## src/hdl/cfa_pkg.sv

```systemverilog
// Package for the contiguous frame allocator: payload structs, codes, state
// machine encoding and default sizes. Used by the allocator core and the testbench.
// No dependencies.
package cfa_pkg;

    localparam int MAX_FRAMES_DEF = 512;

    localparam int FRAME_W  = 20;
    localparam int COUNT_W  = 10;
    localparam int OP_W     = 2;
    localparam int STATUS_W = 3;
    localparam int CFG_IDX_W  = 2;
    localparam int CFG_DATA_W = 20;

    localparam logic [COUNT_W-1:0] FRAMES_IN_USE_RST = 10'd512;

    // Per-frame state codes
    localparam logic [1:0] FS_FREE = 2'b00;
    localparam logic [1:0] FS_USED = 2'b01;
    localparam logic [1:0] FS_HEAD = 2'b11;

    typedef enum logic [OP_W-1:0] {
        OP_ALLOC = 2'd0,
        OP_REL   = 2'd1,
        OP_MARK  = 2'd2,
        OP_INIT  = 2'd3
    } op_t;

    typedef enum logic [STATUS_W-1:0] {
        STS_OK        = 3'd0,
        STS_BAD_COUNT = 3'd1,
        STS_NO_RUN    = 3'd2,
        STS_RANGE     = 3'd3,
        STS_NOT_HEAD  = 3'd4
    } sts_t;

    typedef enum logic [CFG_IDX_W-1:0] {
        CFG_BASE    = 2'd0,
        CFG_FRAMES  = 2'd1,
        CFG_RESERVE = 2'd2
    } cfg_reg_t;

    typedef enum logic [3:0] {
        S_CLEAR,
        S_IDLE,
        S_CHECK,
        S_SCAN,
        S_FILL,
        S_REL,
        S_MARK,
        S_INIT,
        S_DONE
    } seq_state_t;

    typedef struct packed {
        op_t                opcode;
        logic [FRAME_W-1:0] frame_number;
        logic [COUNT_W-1:0] count;
    } in_item_t;

    typedef struct packed {
        logic [FRAME_W-1:0] alloc_frame;
        sts_t               status;
        logic [COUNT_W-1:0] free_frames;
    } out_item_t;

endpackage

```

## src/hdl/contiguous_frame_allocator_core.sv

```systemverilog
// Contiguous frame allocator: first-fit allocator over a 2-bit frame state store.
// One item at a time; each walk step reads and writes the store once (1R1W store).
// Reset clears control, then sweeps the store to free one frame a cycle; no item is
// taken meanwhile, configuration writes are.
module contiguous_frame_allocator_core #(
    parameter int MAX_FRAMES = cfa_pkg::MAX_FRAMES_DEF
) (
    input  logic                               clk,
    input  logic                               rst_n,
    input  logic                               in_valid,
    output logic                               in_stall,
    input  cfa_pkg::in_item_t                  in_data,
    output logic                               out_valid,
    input  logic                               out_stall,
    output cfa_pkg::out_item_t                 out_data,
    input  logic                               cfg_write,
    input  logic [cfa_pkg::CFG_IDX_W-1:0]      cfg_index,
    input  logic [cfa_pkg::CFG_DATA_W-1:0]     cfg_data
);

    localparam int IW = $clog2(MAX_FRAMES);
    localparam int CW = $clog2(MAX_FRAMES + 1);
    localparam int XW = (CW > cfa_pkg::COUNT_W) ? CW : cfa_pkg::COUNT_W;
    localparam int AW = ((CW > cfa_pkg::FRAME_W) ? CW : cfa_pkg::FRAME_W) + 1;
    localparam logic [CW-1:0] LAST_IDX = CW'(MAX_FRAMES - 1);
    localparam logic [CW-1:0] MAX_CNT  = CW'(MAX_FRAMES);

    // Configuration
    logic [cfa_pkg::FRAME_W-1:0] base_reg;
    logic [cfa_pkg::COUNT_W-1:0] fiu_reg;
    logic                        resv_reg;

    // Sequencer
    cfa_pkg::seq_state_t         state_reg, state_next;
    cfa_pkg::op_t                op_reg, op_next;
    logic [cfa_pkg::FRAME_W-1:0] fno_reg, fno_next;
    logic [cfa_pkg::COUNT_W-1:0] cnt_reg, cnt_next;
    logic [CW-1:0]               ptr_reg, ptr_next;
    logic [CW-1:0]               ev_reg, ev_next;
    logic                        vld_reg, vld_next;
    logic [cfa_pkg::COUNT_W-1:0] run_reg, run_next;
    logic [CW-1:0]               start_reg, start_next;
    logic [CW-1:0]               limit_reg, limit_next;
    logic                        first_reg, first_next;
    cfa_pkg::sts_t               status_reg, status_next;
    logic [cfa_pkg::FRAME_W-1:0] ff_reg, ff_next;
    logic [CW-1:0]               free_cnt_reg, free_cnt_next;
    logic                        out_valid_reg, out_valid_next;
    cfa_pkg::out_item_t          out_data_reg, out_data_next;

    // Store port
    logic          ram_we;
    logic [IW-1:0] ram_waddr;
    logic [1:0]    ram_wdata;
    logic [1:0]    ram_rdata;

    // Shared datapath terms
    logic [CW-1:0]               pool_n;
    logic [XW-1:0]               fiu_x;
    logic [cfa_pkg::FRAME_W:0]   off_full;
    logic                        below_base;
    logic [AW-1:0]               off_x;
    logic [AW-1:0]               end_x;
    logic                        issue;
    logic                        ev_last;
    logic                        run_hit;
    logic                        ptr_last;
    logic [CW-1:0]               cnt_up;
    logic [CW-1:0]               cnt_down;

    cfa_state_ram #(
        .DEPTH (MAX_FRAMES),
        .AW    (IW)
    ) u_ram (
        .clk   (clk),
        .we    (ram_we),
        .waddr (ram_waddr),
        .wdata (ram_wdata),
        .raddr (ptr_reg[IW-1:0]),
        .rdata (ram_rdata)
    );

    assign fiu_x      = XW'(fiu_reg);
    assign pool_n     = (fiu_x < XW'(MAX_FRAMES)) ? CW'(fiu_x) : MAX_CNT;
    assign off_full   = {1'b0, fno_reg} - {1'b0, base_reg};
    assign below_base = off_full[cfa_pkg::FRAME_W];
    assign off_x      = AW'(off_full[cfa_pkg::FRAME_W-1:0]);
    assign end_x      = off_x + AW'(cnt_reg);
    assign issue      = (ptr_reg < limit_reg);
    assign ev_last    = ((ev_reg + CW'(1)) == limit_reg);
    assign ptr_last   = ((ptr_reg + CW'(1)) == limit_reg);
    assign run_hit    = (({1'b0, run_reg} + 11'd1) == {1'b0, cnt_reg});
    assign cnt_up     = (free_cnt_reg < MAX_CNT) ? (free_cnt_reg + CW'(1)) : free_cnt_reg;
    assign cnt_down   = (free_cnt_reg != '0) ? (free_cnt_reg - CW'(1)) : free_cnt_reg;

    assign in_stall  = (state_reg != cfa_pkg::S_IDLE);
    assign out_valid = out_valid_reg;
    assign out_data  = out_data_reg;

    always_ff @(posedge clk or negedge rst_n)
    begin
        if (!rst_n)
        begin
            base_reg <= '0;
            fiu_reg  <= cfa_pkg::FRAMES_IN_USE_RST;
            resv_reg <= 1'b0;
        end
        else if (cfg_write)
        begin
            unique case (cfg_index)
                cfa_pkg::CFG_BASE:    base_reg <= cfg_data[cfa_pkg::FRAME_W-1:0];
                cfa_pkg::CFG_FRAMES:  fiu_reg  <= cfg_data[cfa_pkg::COUNT_W-1:0];
                cfa_pkg::CFG_RESERVE: resv_reg <= cfg_data[0];
                default:              ;
            endcase
        end
    end

    always_ff @(posedge clk or negedge rst_n)
    begin
        if (!rst_n)
        begin
            state_reg     <= cfa_pkg::S_CLEAR;
            ptr_reg       <= '0;
            vld_reg       <= 1'b0;
            free_cnt_reg  <= '0;
            out_valid_reg <= 1'b0;
        end
        else
        begin
            state_reg     <= state_next;
            ptr_reg       <= ptr_next;
            vld_reg       <= vld_next;
            free_cnt_reg  <= free_cnt_next;
            out_valid_reg <= out_valid_next;
        end
    end

    always_ff @(posedge clk)
    begin
        op_reg       <= op_next;
        fno_reg      <= fno_next;
        cnt_reg      <= cnt_next;
        ev_reg       <= ev_next;
        run_reg      <= run_next;
        start_reg    <= start_next;
        limit_reg    <= limit_next;
        first_reg    <= first_next;
        status_reg   <= status_next;
        ff_reg       <= ff_next;
        out_data_reg <= out_data_next;
    end

    always_comb
    begin
        state_next     = state_reg;
        op_next        = op_reg;
        fno_next       = fno_reg;
        cnt_next       = cnt_reg;
        ptr_next       = ptr_reg;
        ev_next        = ev_reg;
        vld_next       = vld_reg;
        run_next       = run_reg;
        start_next     = start_reg;
        limit_next     = limit_reg;
        first_next     = first_reg;
        status_next    = status_reg;
        ff_next        = ff_reg;
        free_cnt_next  = free_cnt_reg;
        out_data_next  = out_data_reg;
        out_valid_next = out_valid_reg && out_stall;
        ram_we         = 1'b0;
        ram_waddr      = ev_reg[IW-1:0];
        ram_wdata      = cfa_pkg::FS_FREE;

        // Streaming read: issue the next address while the previous one returns
        if (state_reg == cfa_pkg::S_SCAN || state_reg == cfa_pkg::S_REL ||
            state_reg == cfa_pkg::S_MARK)
        begin
            vld_next = issue;
            if (issue)
            begin
                ptr_next = ptr_reg + CW'(1);
                ev_next  = ptr_reg;
            end
        end

        unique case (state_reg)
            cfa_pkg::S_CLEAR:
            begin
                ram_we    = 1'b1;
                ram_waddr = ptr_reg[IW-1:0];
                if (ptr_reg == LAST_IDX)
                begin
                    ptr_next   = '0;
                    state_next = cfa_pkg::S_IDLE;
                end
                else
                begin
                    ptr_next = ptr_reg + CW'(1);
                end
            end

            cfa_pkg::S_IDLE:
            begin
                if (in_valid)
                begin
                    op_next    = in_data.opcode;
                    fno_next   = in_data.frame_number;
                    cnt_next   = in_data.count;
                    state_next = cfa_pkg::S_CHECK;
                end
            end

            cfa_pkg::S_CHECK:
            begin
                ff_next     = '0;
                status_next = cfa_pkg::STS_OK;
                vld_next    = 1'b0;
                run_next    = '0;
                first_next  = 1'b1;
                state_next  = cfa_pkg::S_DONE;
                unique case (op_reg)
                    cfa_pkg::OP_ALLOC:
                    begin
                        if (cnt_reg == '0 || XW'(cnt_reg) > XW'(free_cnt_reg))
                        begin
                            status_next = cfa_pkg::STS_BAD_COUNT;
                        end
                        else if (pool_n == '0)
                        begin
                            status_next = cfa_pkg::STS_NO_RUN;
                        end
                        else
                        begin
                            ptr_next   = '0;
                            limit_next = pool_n;
                            state_next = cfa_pkg::S_SCAN;
                        end
                    end
                    cfa_pkg::OP_REL:
                    begin
                        if (below_base || off_x >= AW'(pool_n))
                        begin
                            status_next = cfa_pkg::STS_RANGE;
                        end
                        else
                        begin
                            ptr_next   = CW'(off_x);
                            limit_next = pool_n;
                            state_next = cfa_pkg::S_REL;
                        end
                    end
                    cfa_pkg::OP_MARK:
                    begin
                        if (below_base || end_x > AW'(pool_n))
                        begin
                            status_next = cfa_pkg::STS_RANGE;
                        end
                        else if (cnt_reg != '0)
                        begin
                            ptr_next   = CW'(off_x);
                            limit_next = CW'(end_x);
                            state_next = cfa_pkg::S_MARK;
                        end
                    end
                    cfa_pkg::OP_INIT:
                    begin
                        if (pool_n == '0)
                        begin
                            free_cnt_next = '0;
                        end
                        else
                        begin
                            ptr_next   = '0;
                            limit_next = pool_n;
                            state_next = cfa_pkg::S_INIT;
                        end
                    end
                    default: ;
                endcase
            end

            cfa_pkg::S_SCAN:
            begin
                if (vld_reg)
                begin
                    if (ram_rdata == cfa_pkg::FS_FREE)
                    begin
                        run_next = run_reg + 10'd1;
                        if (run_reg == '0)
                        begin
                            start_next = ev_reg;
                        end
                        if (run_hit)
                        begin
                            // Run found: go back and claim it
                            ptr_next   = (run_reg == '0) ? ev_reg : start_reg;
                            start_next = (run_reg == '0) ? ev_reg : start_reg;
                            run_next   = '0;
                            vld_next   = 1'b0;
                            state_next = cfa_pkg::S_FILL;
                        end
                    end
                    else
                    begin
                        run_next = '0;
                    end
                    if (!(ram_rdata == cfa_pkg::FS_FREE && run_hit) && ev_last)
                    begin
                        status_next = cfa_pkg::STS_NO_RUN;
                        vld_next    = 1'b0;
                        state_next  = cfa_pkg::S_DONE;
                    end
                end
            end

            cfa_pkg::S_FILL:
            begin
                ram_we        = 1'b1;
                ram_waddr     = ptr_reg[IW-1:0];
                ram_wdata     = (run_reg == '0) ? cfa_pkg::FS_HEAD : cfa_pkg::FS_USED;
                free_cnt_next = cnt_down;
                ptr_next      = ptr_reg + CW'(1);
                run_next      = run_reg + 10'd1;
                if (run_hit)
                begin
                    ff_next    = base_reg + cfa_pkg::FRAME_W'(start_reg);
                    state_next = cfa_pkg::S_DONE;
                end
            end

            cfa_pkg::S_REL:
            begin
                if (vld_reg)
                begin
                    if (first_reg && ram_rdata != cfa_pkg::FS_HEAD)
                    begin
                        status_next = cfa_pkg::STS_NOT_HEAD;
                        vld_next    = 1'b0;
                        state_next  = cfa_pkg::S_DONE;
                    end
                    else if (first_reg || ram_rdata == cfa_pkg::FS_USED)
                    begin
                        ram_we        = 1'b1;
                        free_cnt_next = cnt_up;
                        first_next    = 1'b0;
                        if (ev_last)
                        begin
                            vld_next   = 1'b0;
                            state_next = cfa_pkg::S_DONE;
                        end
                    end
                    else
                    begin
                        vld_next   = 1'b0;
                        state_next = cfa_pkg::S_DONE;
                    end
                end
            end

            cfa_pkg::S_MARK:
            begin
                if (vld_reg)
                begin
                    if (ram_rdata == cfa_pkg::FS_FREE)
                    begin
                        ram_we        = 1'b1;
                        ram_wdata     = (run_reg == '0) ? cfa_pkg::FS_HEAD : cfa_pkg::FS_USED;
                        free_cnt_next = cnt_down;
                    end
                    run_next = run_reg + 10'd1;
                    if (ev_last)
                    begin
                        vld_next   = 1'b0;
                        state_next = cfa_pkg::S_DONE;
                    end
                end
            end

            cfa_pkg::S_INIT:
            begin
                ram_we    = 1'b1;
                ram_waddr = ptr_reg[IW-1:0];
                ram_wdata = (ptr_reg == '0 && resv_reg) ? cfa_pkg::FS_USED : cfa_pkg::FS_FREE;
                ptr_next  = ptr_reg + CW'(1);
                if (ptr_last)
                begin
                    free_cnt_next = resv_reg ? (pool_n - CW'(1)) : pool_n;
                    state_next    = cfa_pkg::S_DONE;
                end
            end

            cfa_pkg::S_DONE:
            begin
                // Hold until the output register is free
                if (!out_valid_reg || !out_stall)
                begin
                    out_data_next.alloc_frame = ff_reg;
                    out_data_next.status      = status_reg;
                    out_data_next.free_frames = cfa_pkg::COUNT_W'(free_cnt_reg);
                    out_valid_next            = 1'b1;
                    state_next                = cfa_pkg::S_IDLE;
                end
            end

            default:
            begin
                state_next = cfa_pkg::S_IDLE;
            end
        endcase
    end

`ifndef SYNTHESIS
    a_out_from_done: assert property (@(posedge clk) disable iff (!rst_n)
        $rose(out_valid_reg) |-> $past(state_reg == cfa_pkg::S_DONE))
        else $error("result transfer raised outside completion");

    a_scan_no_write: assert property (@(posedge clk) disable iff (!rst_n)
        (state_reg == cfa_pkg::S_SCAN) |-> !ram_we)
        else $error("frame store written during first-fit search");

    a_walk_write_valid: assert property (@(posedge clk) disable iff (!rst_n)
        ((state_reg == cfa_pkg::S_REL || state_reg == cfa_pkg::S_MARK) && ram_we) |-> vld_reg)
        else $error("walk wrote without returned read data");

    a_clear_complete: assert property (@(posedge clk) disable iff (!rst_n)
        ($past(state_reg == cfa_pkg::S_CLEAR) && state_reg != cfa_pkg::S_CLEAR)
        |-> $past(ptr_reg) == LAST_IDX)
        else $error("clearing pass left before the last frame");

    a_not_head_release: assert property (@(posedge clk) disable iff (!rst_n)
        (state_reg == cfa_pkg::S_DONE && status_reg == cfa_pkg::STS_NOT_HEAD)
        |-> op_reg == cfa_pkg::OP_REL)
        else $error("not-head status on an item other than release");

    a_frame_only_ok: assert property (@(posedge clk) disable iff (!rst_n)
        (out_valid_reg && out_data_reg.alloc_frame != '0)
        |-> out_data_reg.status == cfa_pkg::STS_OK)
        else $error("first frame reported on a failed item");
`endif

endmodule

```

## src/hdl/cfa_state_ram.sv

```systemverilog
// Frame state store: one write port and one read port with registered read data.
// Depends on nothing; sized by the top level.
module cfa_state_ram #(
    parameter int DEPTH = 512,
    parameter int AW    = $clog2(DEPTH)
) (
    input  logic          clk,
    input  logic          we,
    input  logic [AW-1:0] waddr,
    input  logic [1:0]    wdata,
    input  logic [AW-1:0] raddr,
    output logic [1:0]    rdata
);

    logic [1:0] mem [DEPTH];
    logic [1:0] rd_data_reg;

    always_ff @(posedge clk)
    begin
        if (we)
        begin
            mem[waddr] <= wdata;
        end
    end

    always_ff @(posedge clk)
    begin
        rd_data_reg <= mem[raddr];
    end

    assign rdata = rd_data_reg;

endmodule

```

## config.mk

```make
export PLATFORM = sky130hd
export DESIGN_NAME = contiguous_frame_allocator_core
export DESIGN_NICKNAME = d
export VERILOG_FILES = /design/src/hdl/cfa_pkg.sv /design/src/hdl/contiguous_frame_allocator_core.sv /design/src/hdl/cfa_state_ram.sv
export SDC_FILE = /design/constraint.sdc
export NUM_CORES = 2
export LEC_CHECK = 0
export BUFFER_PORTS_ARGS = -buffer_cell sky130_fd_sc_hd__clkbuf_2
export CAP_MARGIN = 20
export CORE_ASPECT_RATIO = 1.75
export CORE_UTILIZATION = 50
export CTS_BUF_LIST = sky130_fd_sc_hd__clkbuf_4 sky130_fd_sc_hd__clkbuf_8
export CTS_CLUSTER_DIAMETER = 200
export DETAILED_ROUTE_END_ITERATION = 7
export GPL_ROUTABILITY_DRIVEN = 0
export PLACE_DENSITY = 0.74
export SETUP_SLACK_MARGIN = 0.15
export SLEW_MARGIN = 20
export SYNTH_ARGS = -nofsm -noshare
export SYNTH_HDL_FRONTEND = slang
export SYNTH_SLANG_ARGS = --single-unit
```

## constraint.sdc

```tcl
create_clock -name clk -period 25.6 [get_ports clk]
set_input_delay 2.56 -clock clk [delete_from_list [all_inputs] [get_ports clk]]
set_output_delay 2.56 -clock clk [all_outputs]
set_load 0.03 [all_outputs]
```

==> summary.md <==
| Metric | Value |
|---|---|
| Hold-critical path depth | 0 |
| Clock-pin slew on the worst setup and hold paths | 0.07 ns |
| Mean Syn Cell Area | 14.1 sq um |
| Ys async rst share | around 4.7% |
| Detailed Route WL | 148000 um |
| Nets@finish | 4086 |
| Fillers | between 8k and 9k |
| Most instantiated flip-flop cell in the synthesis netlist | sky130_fd_sc_hd__edfxtp_1 |
| Detail-routed net length per standard cell | 26.9 um |
| Final clock period utilization by the worst path | between 20% and 30% |
| Remaining Overflow, GRT | 0 |
| Final cell count without fillers | 5511 |
| Type of the tightest min-delay check | reg2reg |
| Total clock buffers created by CTS | 162 |
| Max Clk Rate | 141 MHz |
| Count of warnings emitted by yosys | 0 |
| Synthesis-stage register bit count | 1212 |
| Fraction of the yosys area taken by sequential cells | about two thirds |
| Max-capacitance violation count | 0 |
| Unique masters post-synth | 76 |
| Area used by multi-input combinational logic | 0.0172 sq mm |
| Violated checks | DRC |
| Effective utilization at floorplan | around 51% |
| Number of placed instances with taps included | 5210 |
| Cells taking the most area after synthesis | sky130_fd_sc_hd__edfxtp_1 (64%), sky130_fd_sc_hd__mux4_2 (6.2%), sky130_fd_sc_hd__mux2i_1 (4.8%) |
| Root buffer cell | sky130_fd_sc_hd__clkbuf_8 |
| Top-count cell post-synth | sky130_fd_sc_hd__edfxtp_1 |
| Post-Syn Nets | about 4k |
| I/O Pins | 94 |
| Detailed-router iteration count before antenna repair | 8 |
| Cell count after synthesis | 3851 |
| Most frequent cells after synthesis | sky130_fd_sc_hd__edfxtp_1 (1153), sky130_fd_sc_hd__nor2_1 (626), sky130_fd_sc_hd__mux2i_1 (261) |
| Via count | ~34k |
| CTS tree | yes |
| Post-route ant nets | 0 |
| Clock tree buffer depth | 3 |
| Final critical-path required period | 7.11 ns |
| Worst Tran Pin Value | around 1.1 ns |
| Gr usage total | between 20 and 30% |
| Setup TNS Final | 0 ns |
| DIE WIDTH | 251 um |
| Least setup slack across all paths after layout | 18.49 ns |
| Largest net degree at the start of global routing | 128 |
| Routing usage on met2 | 47.5% |
| Share of the synthesized area in the top cell type | 63.6% |
| Data required time of the worst path | 26.11 ns |
| Worst-case reg-to-reg path depth | 24 |
| Post-synthesis cell type with the largest combined area | sky130_fd_sc_hd__edfxtp_1 |
| Highest net fanout along the worst path | 10 |
| Category of the critical setup timing path | reg2reg |
| Drc violations | 3 |
| Worst setup slack before clock tree synthesis | 18.36 ns |
| Number of gates resized after cts | 0 |
| Arrival time at the worst endpoint | between 7 and 8 ns |
| Setup-failing EPs final | 0 |
| Total Die Area | 0.110 sq mm |
| I/O Buffers | between 90 and 100 |
| Vias in the first global route | about 35k |
| Overall die height | 438 um |
| Flip-flop count of the largest register after layout | 1024 |
| Global Route met3 Usage | a little under 7% |
| Number of post-CTS setup repair buffers | 0 |
| Power density of the placed cells | approximately 100 mW/mm^2 |
| Via-per-instance ratio | ~6.2 |
| Layout cells sized above 1 | 15.8% |
| Dpl hpwl | 89100 um |
| Max Slew Vio Count | 0 |
| Storage cell area | around 0.036 sq mm |
| Type of element capturing the critical path | register |
| Result of the run | finished with violations |
| Number of clock sinks | 1212 |
| Hold buffer count at cts | 0 |
| Setup repair after global routing missed its margin | false |
| Worst voltage drop across the vdd grid | 0.0000736 V |
| Global-route layer with the greatest usage | met2 |
| Drt first-iter violations | 3164 |
| Layout area overhead | 9.52% |
| Skew final | around 0.042 ns |
| CTS H-Tree Depth | 4 |
| Antenna violations before repair | 13 |
| Insertion delay of the later-clocked pin in the worst-skew pair | 0.88 ns |
| Remaining max-slew budget at the tightest pin | about a quarter |
| Worst hold slack across all endpoints | 0.416 ns |
| Std-Cell Rows | 159 |
| EDFF count, synth | ~1.2k |
| Global-route wire length before repair | 218000 um |
| Hold Fails Final Rpt | 0 |
| Static leakage power | 18.7 nW |
| Design Power | around 0.0060 W |
| Core ar. | 0.108 sq mm |
| Synthesized cell area | 0.0544 sq mm |
| Crit start category | register |
| Global routing met1 resource utilization | 27.0% |
-- cells in the final DEF, fill, tap and decap left out, drive strengths merged, types with 15 or more instances in the layout --
cell type / synthesis / final
mux4: 150 / 150
mux2i: 261 / 261
clkbuf: 172 / 318
o221ai: 139 / 139
xnor2: 66 / 66
nor4: 15 / 15
nand4: 18 / 18
inv: 91 / 96
buf: 64 / 55
nand2b: 23 / 23
o211ai: 17 / 17
nor2: 626 / 626
clkinv: 4 / 52
nand2: 245 / 245
a211oi: 20 / 20
and3: 15 / 15
mux2: 23 / 23
edfxtp: 1153 / 1153
dfrtp: 56 / 56
ha: 96 / 96
nor3: 33 / 33
a21o: 24 / 24
a21oi: 136 / 136
o21ai: 92 / 92
nand3: 34 / 34
o22ai: 68 / 68
nor2b: 20 / 20
xor2: 31 / 31
-- area by class of cell --
cell class              count  area share [%]
well taps                1449            3.04
clock buffers             225            4.61
multi-input cells        2308            28.8
flip-flops and latches   1212            60.6
repair buffers            148            1.54
clock inverters            66           0.741
inverters                  95           0.600
diodes                      8          0.0336
-- critical path, stage by stage (launching register included) --
cell                        delay [ns]
sky130_fd_sc_hd__dfrtp_1          0.40
sky130_fd_sc_hd__ha_1             0.23
sky130_fd_sc_hd__fa_1             0.41
sky130_fd_sc_hd__nand2b_1         0.20
sky130_fd_sc_hd__a21oi_1          0.25
sky130_fd_sc_hd__nor2_1           0.12
sky130_fd_sc_hd__xor2_1           0.23
sky130_fd_sc_hd__inv_1            0.11
sky130_fd_sc_hd__ha_1             0.36
sky130_fd_sc_hd__a2111oi_0        0.38
sky130_fd_sc_hd__o21ai_0          0.26
sky130_fd_sc_hd__a21oi_1          0.22
sky130_fd_sc_hd__o21bai_1         0.10
sky130_fd_sc_hd__xor2_1           0.23
sky130_fd_sc_hd__ha_1             0.30
sky130_fd_sc_hd__nand4_1          0.10
sky130_fd_sc_hd__a211oi_1         0.06
sky130_fd_sc_hd__a2111oi_0        0.39
sky130_fd_sc_hd__nor2_1           0.09
sky130_fd_sc_hd__a21oi_1          0.13
sky130_fd_sc_hd__nand4b_1         0.13
sky130_fd_sc_hd__nor4_2           0.69
sky130_fd_sc_hd__nand3_1          0.48
sky130_fd_sc_hd__a21o_1           0.31
sky130_fd_sc_hd__a21oi_2          0.57
-- through the flow --
step / utilization (%) / cell area (sq um)
floorplan: - / 54400
finish: 55.4 / 59600
CTS: 55.3 / 59500
global placement: 52.3 / 56300
detailed placement: 52.4 / 56300
global route: 55.4 / 59600
-- cells by family after synthesis --
| kind of cell | share of synthesized area, % |
|---|---|
| buffers and inverters | 2.35 |
| adders and majority gates | 2.35 |
| AOI/OAI and AO/OA | 7.54 |
| and+or+nand+nor | 8.38 |
| DFF | 66.3 |
| xor gates and xnor gates | 1.56 |
| muxes | 11.5 |
-- routing by layer --
layer,vias up,part of all wire (%)
li1,14923,-
met1,17169,32
met2,1641,52
met3,604,7.4
met4,12,9.0
met5,-,0.057
-- power by group --
group	leakage (nW)	internal (W)	switching [W]
clock	1.68	0.000737	0.000717
sequential	10.4	0.00236	0.000131
combinational	6.66	0.000732	0.00135
total	18.7	0.00383	0.00220
-- final timing paths --
kind / from / endpoint / slack [ns]
worst min-delay path: ff_reg[3] / out_data[16] / 0.42
worst min register to register: ff_reg[3] / out_data[16] / 0.42
worst max register to register: base_reg[0] / limit_reg[6] / 18.49
max in group asynchronous: rst_n / ptr_reg[0] / 23.10
min in group asynchronous: rst_n / state_reg[0] / 1.85
worst max-delay path: base_reg[0] / limit_reg[6] / 18.49
(Power assumes the default switching activity.)
